[config.mk]
export PLATFORM = sky130hd
export DESIGN_NAME = dtsq_cell
export DESIGN_NICKNAME = d
export VERILOG_FILES = /design/src/design/dtsq_pkg.sv /design/src/design/dtsq_cell.sv
export SDC_FILE = /design/constraint.sdc
export NUM_CORES = 1
export LEC_CHECK = 0
export ABC_AREA = 1
export BUFFER_PORTS_ARGS = -buffer_cell sky130_fd_sc_hd__buf_2
export CORE_MARGIN = 4
export CORE_UTILIZATION = 30
export DETAILED_ROUTE_END_ITERATION = 8
export SKIP_CTS_REPAIR_TIMING = 1
export SYNTH_ARGS = -nofsm -noshare
export SYNTH_HDL_FRONTEND = slang
export SYNTH_SLANG_ARGS = --single-unit
[constraint.sdc]
create_clock -name clk -period 5.6 [get_ports clk]
set_input_delay 1.12 -clock clk [delete_from_list [all_inputs] [get_ports clk]]
set_output_delay 1.12 -clock clk [all_outputs]
set_load 0.05 [all_outputs]
[src/design/dtsq_pkg.sv]
// types and constants shared by the deadline sorted timeout queue
`timescale 1ns / 1ps

package dtsq_pkg;

  localparam logic [1:0] CMD_ARM    = 2'd0;
  localparam logic [1:0] CMD_REMOVE = 2'd1;
  localparam logic [1:0] CMD_POLL   = 2'd2;

  localparam logic [1:0] ST_OK      = 2'd0;
  localparam logic [1:0] ST_BAD_ARG = 2'd1;
  localparam logic [1:0] ST_FULL    = 2'd2;

  localparam logic [31:0] INFINITE_MS = 32'hFFFF_FFFF;
  localparam logic [20:0] TPM_RESET   = 21'd1000;

  typedef struct packed {
    logic [1:0]  cmd;
    logic [15:0] task_id;
    logic [31:0] timeout_ms;
    logic [31:0] task_duration_ms;
    logic [63:0] now;
  } req_t;

  typedef struct packed {
    logic [1:0]  status;
    logic        expired_valid;
    logic [15:0] expired_task_id;
    logic        armed;
    logic [63:0] wake_time;
    logic [4:0]  entry_count;
  } rsp_t;

  typedef struct packed {
    logic [15:0] task_id;
    logic [63:0] deadline;
  } entry_t;

  typedef struct packed {
    logic   arm_en;
    logic   rm_en;
    logic   pop_en;
    entry_t new_entry;
  } cell_ctrl_t;

endpackage

[src/design/dtsq_cell.sv]
// one slot of the sorted timeout chain
`timescale 1ns / 1ps

module dtsq_cell (
  input  logic                 clk,
  input  dtsq_pkg::cell_ctrl_t ctrl,
  input  logic                 occ,
  input  logic                 left_ins,
  input  logic                 left_seen,
  input  dtsq_pkg::entry_t     left_entry,
  input  dtsq_pkg::entry_t     right_entry,
  output logic                 ins,
  output logic                 seen,
  output dtsq_pkg::entry_t     entry
);
  import dtsq_pkg::*;

  // insert point: empty slot or strictly later deadline
  assign ins  = !occ || (entry.deadline > ctrl.new_entry.deadline);
  assign seen = left_seen || (occ && (entry.task_id == ctrl.new_entry.task_id));

  always_ff @(posedge clk) begin
    if (ctrl.arm_en && ins) begin
      entry <= left_ins ? left_entry : ctrl.new_entry;
    end else if ((ctrl.rm_en && seen) || ctrl.pop_en) begin
      entry <= right_entry;
    end
  end

endmodule

# [Word level (Yosys, flattened, before mapping)]
# Cells that the tools add are included.
[totals] regBits=80 latchBits=0 ram_bits=0 rom_bits=0 in_bits=247 output_inout_bits=82 n_memories=0
[classes] add_sub_neg=0 n_mul=0 div_mod_pow=0 n_lt_le_gt_ge=1 n_eq_ne=1 shift=0 n_mux=3 bitwise=0 reduce_logical=8
[ops] op="80-bit 2-to-1 mux" count=3
[ops] op="64-bit greater-than comparator" count=1
[ops] op="16-bit equality test" count=1
[ops] op="1-bit logical AND" count=3
[ops] op="1-bit logical OR" count=3
[ops] op="2-bit nonzero test" count=1
[ops] op="1-bit zero test" count=1

# [Longest topological paths before layout]
# Gate-level depths: netlist (run 1).
[logic_depth] ltp_word=7 depth_mapped=21 depth_no_buf=20

# [Worst setup path after synthesis (run 1)]
# OpenSTA, ideal clock, no wires.
[synth_path] path_kind="input -> register" start="in ctrl[55] (netlist name)" end="reg entry[0] (netlist name), enable pin" arrival_time_ns=4.213 setup_slack_ns=0.946 cell_stages=13 cell_sequence="inv_1 -> ha_1 -> nand2_1 -> nor4_1 -> nand2_1 -> nor2_1 -> nand2_1 -> nand2_1 -> nand2_1 -> nand2_4 -> nand2_8 -> buf_6 -> nand2_1"
[synth_between] elab_chain_len=4
[synth_rtl] item="start: declaration" line="dtsq_cell.sv:6" text="input dtsq_pkg::cell_ctrl_t ctrl,"
[synth_rtl] item="64-bit greater-than comparator" line="dtsq_cell.sv:19" text="assign ins = !occ || (entry.deadline > ctrl.new_entry.deadline);"
[synth_rtl] item="1-bit logical OR" line="dtsq_cell.sv:19"
[synth_rtl] item="1-bit logical AND" line="dtsq_cell.sv:23" text="if (ctrl.arm_en && ins) begin"
[synth_rtl] item="2-bit nonzero test (no source line)"
[synth_rtl] item="end signal: assignment" line="dtsq_cell.sv:24" text="entry <= left_ins ? left_entry : ctrl.new_entry;"
[synth_rtl] item="end signal: assignment" line="dtsq_cell.sv:26" text="entry <= right_entry;"
[synth_rtl] item="end: declaration" line="dtsq_cell.sv:14" text="output dtsq_pkg::entry_t entry"
# No other way between the ends.
# A chain may end at the register's enable or synchronous reset.

# [Final worst setup path (run 1)]
[layout_path] start="in ctrl[31] (netlist name)" end="out ins"
[layout_between] elab_chain_len=2
[layout_rtl] item="64-bit greater-than comparator" line="dtsq_cell.sv:19"
[layout_rtl] item="1-bit logical OR" line="dtsq_cell.sv:19"
[layout_rtl] item="end: declaration" line="dtsq_cell.sv:12" text="output logic ins,"
# No other way between the ends.

==> key figures, run 1 <==
STA
  • Slew headroom: 35.36%
  • Period utilization: 74.45%
  • Max-slew violation count: 0
  • Max Fclk: 0.2399 GHz
  • Slew @ Worst Pin: 0.9696 ns
  • Setup-failing EPs final: 0
  • Clk_skew: 0.01069 ns
  • Final worst slack: 1.431 ns
  • Minimum clock period after layout: 4.169 ns
  • Final Hold Fails: 0
  • Hold slack: 1.038 ns
  • RSZ-0062 raised after global routing: no
  • Final TNS setup: 0 ns

Route
  • WL/cell: 15.88 um
  • DR iter-0 viols: 338
  • First-pass iteration count of the detailed router: 5
  • Routed WL: 22.29 mm
  • Vias per cell: 4.740
  • Top layer in use: met4
  • DRC: 0
  • Antenna Nets Post-Route: 0
  • Wl on met1: 9.182 mm
  • Vias after detailed routing: 6655
  • DR WL met2: 10.66 mm
  • Met3 wire len: 1.971 mm

Synth
  • Synth top area share: 38.03%
  • Register bit total from synthesis: 80
  • Synth area leader: edfxtp_1
  • Mapped Area: 0.006317 mm^2
  • Cell variety after synth: 29
  • Warnings, synthesis: 0
  • Area contributors post-synth: edfxtp_1 (38%), nand2_1 (17%), ha_1 (13%)
  • Avg Cell Area, Syn: 7.657 um^2
  • Sequential fraction of the synthesis area: 38.03%
  • Syn Nets: 1136
  • Post-Syn Instances: 825

Global route
  • Number of global-route vias before repair: 6542
  • Total GRT Usage: 18.12%
  • First-pass GRT wire length: 34.23 mm
  • Grt total ovfl: 0
  • Largest net degree at the start of global routing: 81
  • Initial antenna violation count: 1

Layout
  • Biggest regs: entry: 80 flops
  • Nets: 1440
  • Top reg by flops: entry
  • Final Cell Area: 0.008412 mm^2
  • Number of flip-flops in the largest register: 80
  • Share of layout cells above drive strength 1: 31.69%
  • Non-filler cells, final: 1404
  • Commonest non-fill, non-tap cell in the layout: buf_2
  • Most frequent cells in the layout: buf_2 (326), nand2_1 (292), nand3_1 (87), inv_1 (84), o21ai_0 (81)
  • Area growth, synth to finish: 33.16%

Placement
  • Placer Congestion: 0.9684
  • Detailed Place HPWL: 17.16 mm
  • Placed cells: 1388
  • Placed instance area: 0.008130 mm^2
  • Port Buffer Count: 328
  • Place WS: 1.371 ns

Min path
  • Worst Hold Class: in -> reg

Floorplanning
  • Io pins: 329
  • # rows: 52
  • Die Ht: 153.1 um
  • Placeable Area: 0.02049 mm^2
  • Starting Density: 30.82%
  • Die area: 0.02344 mm^2
  • Die X: 153.1 um

Clocking
  • Clk Latency, worst-skew pair: 0.35 ns
  • Root Buffer: clkbuf_16
  • Worst-path clk slew: 0.06 ns
  • CTS Buf Count: 9
  • Longest Clk Path Bufs: 2
  • CTS sink cnt: 80
  • TritonCTS clock tree: built
  • H-tree levels: 3

Run status
  • Outcome: complete, no violations

Power
  • Peak supply drop: 0.0001386 V
  • PwrDens: 278.0 mW/mm^2
  • Leakage: 4.561 nW

Worst setup path
  • CP arrival: 3.05 ns
  • Startpoint Class: input pin
  • CP max FO: 3
  • Worst Setup End Kind: primary output
  • Worst Setup Path Type: in -> out
  • Worst EP required: 4.48 ns

Run
  • Max Cap Violations: 0
## cell usage after synthesis
library cell and n:
a21oi_1 32, nand2_8 1, clkbuf_4 1, nor4_1 2, edfxtp_1 80, a211oi_1 1, ha_1 64, buf_4 7
buf_1 7, buf_6 8, o21ai_1 1, nor4_2 1, nor3_1 2, nand3_1 87, o22ai_1 2, nand2_1 293
mux2_2 9, nor2_1 17, clkbuf_1 14, xor2_1 2, nand2_4 1, nand4_1 9, o21ai_0 81, inv_1 84
nand3b_1 2, xnor2_1 5, a21o_1 3, o21a_1 5, buf_2 4
## logic make-up (layout without fill, tap and decap cells)
family / after synthesis / after routing / share of synthesized area, %
simple gates: 415 / 415 / 27.49
compound gates: 125 / 125 / 10.30
buf+inv: 125 / 433 / 8.933
flops: 80 / 80 / 38.03
fa+ha+maj: 64 / 64 / 12.68
mux: 9 / 9 / 1.604
xor+xnor: 7 / 7 / 0.9705
other cells: 0 / 1 / 0
## path summary, 6_finish.rpt
| path | start | endpoint | slack (ns) | depth (start not counted) |
|---|---|---|---|---|
| setup reg to reg | entry[31]$_DFFE_PP_ | entry[20]$_DFFE_PP_ | 2.47 | 14 |
| hold / removal | right_entry[27] | entry[27]$_DFFE_PP_ | 1.04 | 3 |
| hold reg to reg | entry[79]$_DFFE_PP_ | entry[78]$_DFFE_PP_ | 1.51 | 7 |
| setup / recovery | ctrl[31] | ins | 1.43 | 14 |
## routing by layer
metal / track usage (%) / vias up
li1: - / 3369
met1: 23.03 / 2952
met2: 30.28 / 307
met3: 4.269 / 27
met4: 6.194 / 0
met5: 0 / -
## area by class of cell
class | instances | area, um^2
fillers | 2186 | 12080
clock buffers | 11 | 232.7
inverters | 84 | 315.3
clock inverters | 4 | 46.29
diodes | 1 | 2.502
repair buffers | 334 | 1717
multi-input cells | 620 | 3358
well taps | 270 | 337.8
flip-flops and latches | 80 | 2402
## worst max-delay path, stage by stage
cell     delay [ns]
buf_2          0.08
inv_1          0.05
ha_1           0.29
nand2_1        0.07
nor2_1         0.16
nand2_1        0.13
nor4_2         0.39
nand2_1        0.11
nand2_1        0.07
nand2_1        0.04
nand2_1        0.05
nand2_1        0.10
nand2_4        0.12
buf_2          0.27
## metrics by stage
stage                     power (mW)  util (%)
final                          2.339     41.04
after global routing           2.478     41.04
after CTS                      2.369     41.03
after detailed placement       1.772     39.67
after global placement         1.768     39.67
after floorplan                1.487         -
## power breakdown
group	internal, mW	leakage [nW]	total, mW	switching, mW
registers	0.772	0.833	0.830	0.0580
logic	0.273	3.60	0.924	0.651
clock network	0.341	0.133	0.585	0.243
No activity file was read; power rests on OpenSTA's default activity.
==> run 2, diff against run 1 <==
==> constraint.sdc (replaced) <==
create_clock -name clk -period 4.3 [get_ports clk]
set_input_delay 0.86 -clock clk [delete_from_list [all_inputs] [get_ports clk]]
set_output_delay 0.86 -clock clk [all_outputs]
set_load 0.05 [all_outputs]
==> run 2 against run 1 <==
  * Clock power increased by 33%
  * Register-to-register slack got worse by 1.1 ns
  * Total power increased by 31%
  * Critical path depth unchanged
  * Largest power group unchanged
==> key figures, run 2 (synthesis gave the netlist of run 1 again) <==
Layout
  • Share of layout cells above drive strength 1: 31.87% (+0.18 points)
  • Layout fillers: 2155 (-1.4%)
  • Commonest non-fill, non-tap cell in the layout: buf_2
  • Number of flip-flops in the largest register: 80 (unchanged)
  • Nets: 1442 (+0.14%)
  • Most frequent cells in the layout: buf_2 (326), nand2_1 (292), nand3_1 (87), inv_1 (84), o21ai_0 (81)
  • Area growth, synth to finish: 33.55%
  • Top reg by flops: entry
  • Biggest regs: entry: 80 flops

Floorplanning
  • Io pins: 329 (unchanged)
  • Placeable Area: 0.02049 mm^2 (unchanged)
  • Starting Density: 30.82% (unchanged)
  • # rows: 52 (unchanged)
  • Die area: 0.02344 mm^2 (unchanged)
  • Die Ht: 153.1 um (unchanged)
  • Die X: 153.1 um (unchanged)

Placement
  • Port Buffer Count: 328 (unchanged)
  • Detailed Place HPWL: 17.88 mm (+4.2%)
  • Place WS: 0.6846 ns (-0.6861 ns)
  • Placer Congestion: 0.8884 (-8.3%)

STA
  • Minimum clock period after layout: 3.498 ns
  • Slew headroom: 35.74% (+0.38 points)
  • Max-slew violation count: 0 (unchanged)
  • Clk_skew: 0.01225 ns (+0.001555 ns)
  • Final Hold Fails: 0 (unchanged)
  • RSZ-0062 raised after global routing: no
  • Slew @ Worst Pin: 0.9639 ns (-0.005728 ns)
  • Setup-failing EPs final: 0 (unchanged)
  • Max Fclk: 0.2859 GHz
  • Period utilization: 81.36%
  • Final worst slack: 0.8017 ns (-0.6292 ns)
  • Final TNS setup: 0 ns (unchanged)

Route
  • Vias after detailed routing: 6697 (+0.63%)
  • Routed WL: 22.79 mm (+2.2%)
  • First-pass iteration count of the detailed router: 5 (unchanged)
  • DR iter-0 viols: 354 (+4.7%)
  • Antenna Nets Post-Route: 0 (unchanged)
  • DRC: 0 (unchanged)
  • Vias per cell: 4.760 (+0.42%)
  • WL/cell: 16.20 um (+2.0%)

Worst setup path
  • Startpoint Class: input pin
  • Worst Setup Path Type: in -> out
  • Crit path capture: ins
  • Worst Setup End Kind: primary output
  • FF-to-FF setup slack: 1.35 ns (-1.12 ns)
  • R2R depth: 12 (-2)
  • CP arrival: 2.64 ns (-0.41 ns)
  • Worst setup startpoint: ctrl[49]
  • R2r startpoint: entry[55]$_DFFE_PP_
  • Worst reg2reg path endpoint: entry[35]$_DFFE_PP_
  • CP max FO: 4 (+1)
  • Worst EP required: 3.44 ns (-1.04 ns)

Clocking
  • Root Buffer: clkbuf_16
  • CTS Buf Count: 9 (unchanged)
  • CTS sink cnt: 80 (unchanged)
  • TritonCTS clock tree: built
  • Longest Clk Path Bufs: 2 (unchanged)
  • Clk Latency, worst-skew pair: 0.34 ns (about the same)
  • Worst-path clk slew: 0.07 ns (about the same)
  • H-tree levels: 3 (unchanged)

Power
  • PwrDens: 363.1 mW/mm^2 (+31%)
  • Gate power share: 39.4% (about the same)
  • Sequential power share: 35.2% (-0.3 points)
  • Clk pwr share: 25.4% (+0.4 points)
  • Leakage: 4.567 nW (+0.13%)
  • Internal power: 1.808 mW (+30%)
  • P_sw: 1.256 mW (+32%)
  • Peak supply drop: 0.0002003 V (+45%)
  • Sw frac: 40.98% (+0.24 points)

Global route
  • Grt total ovfl: 0 (unchanged)
  • Largest net degree at the start of global routing: 81 (unchanged)
  • Total GRT Usage: 18.44% (+0.32 points)
  • Initial antenna violation count: 3 (+2)
  • Number of global-route vias before repair: 6555 (+0.20%)
  • First-pass GRT wire length: 34.61 mm (+1.1%)

Run status
  • Outcome: complete, no violations

Min path
  • Worst Hold Class: in -> reg

Run
  • Max Cap Violations: 0 (unchanged)
==> run 2: changes by cell type in the layout (fill, tap and decap cells not counted), sizes merged <==
cell	delta
buf	+2
clkinvlp	+2
clkbuf	-1
==> run 2: cell type report <==
type | count | area, um^2 | area share, %
Clock buffer | 10 | 229.0 | 2.714
Antenna cell | 1 | 2.502 | 0.02966
Clock inverter | 6 | 60.06 | 0.7118
Multi-Input combinational cell | 620 | 3358 | 39.80
Inverter | 84 | 315.3 | 3.737
Tap cell | 270 | 337.8 | 4.004
Timing Repair Buffer | 336 | 1732 | 20.52
Sequential cell | 80 | 2402 | 28.47
==> run 2: worst min-delay path by stage <==
stage,endpoint,from,slack (ns),cells after the start
2_1_floorplan,entry[0]$_DFFE_PP_,right_entry[0],1.04,2
3_3_place_gp,entry[69]$_DFFE_PP_,right_entry[69],1.13,3
3_5_place_dp,entry[58]$_DFFE_PP_,right_entry[58],1.13,3
4_1_cts,entry[68]$_DFFE_PP_,right_entry[68],0.76,3
5_1_grt,entry[40]$_DFFE_PP_,right_entry[40],0.77,3
6_report,entry[62]$_DFFE_PP_,right_entry[62],0.78,3
==> run 2: layer usage <==
metal	track usage, %	part of all wire (%)	up-vias
met4	5.134	1.8	6
met3	4.976	9.1	29
met1	23.97	42	2970
li1	-	-	3374
met2	30.30	47	318
met5	0	0.18	-
==> run 2: power by group through the flow <==
stage	clock, mW	combinational, mW	sequential [mW]
global placement	0	1.21	1.09
CTS	0.801	1.22	1.08
finish	0.778	1.21	1.08
floorplan	0	0.471	1.46
detailed placement	0	1.22	1.09
global route	0.831	1.33	1.09
==> run 2: worst max-delay path, stage by stage <==
cell and delay, ns:
buf_2 0.08, inv_1 0.04, ha_1 0.29, a21oi_1 0.27, o21ai_0 0.12, nand2_1 0.07, nand2_1 0.04, nand2_1 0.05
nand2_1 0.07, a21oi_1 0.21, nand2_1 0.08, nand2_1 0.11, nand2_4 0.10, buf_2 0.24
==> run 2: per-stage QoR <==
stage          instances  total power [mW]  hold slack [ns]  util, %  cell area (um^2)
5_1_grt             1406             3.251           0.7728    41.15              8434
3_3_place_gp        1390             2.304            1.126    39.74              8145
3_5_place_dp        1390             2.308            1.128    39.74              8145
2_1_floorplan        825             1.934            1.039        -              6320
6_report            1407             3.064           0.7762    41.17              8437
4_1_cts             1406             3.101           0.7627    41.15              8434
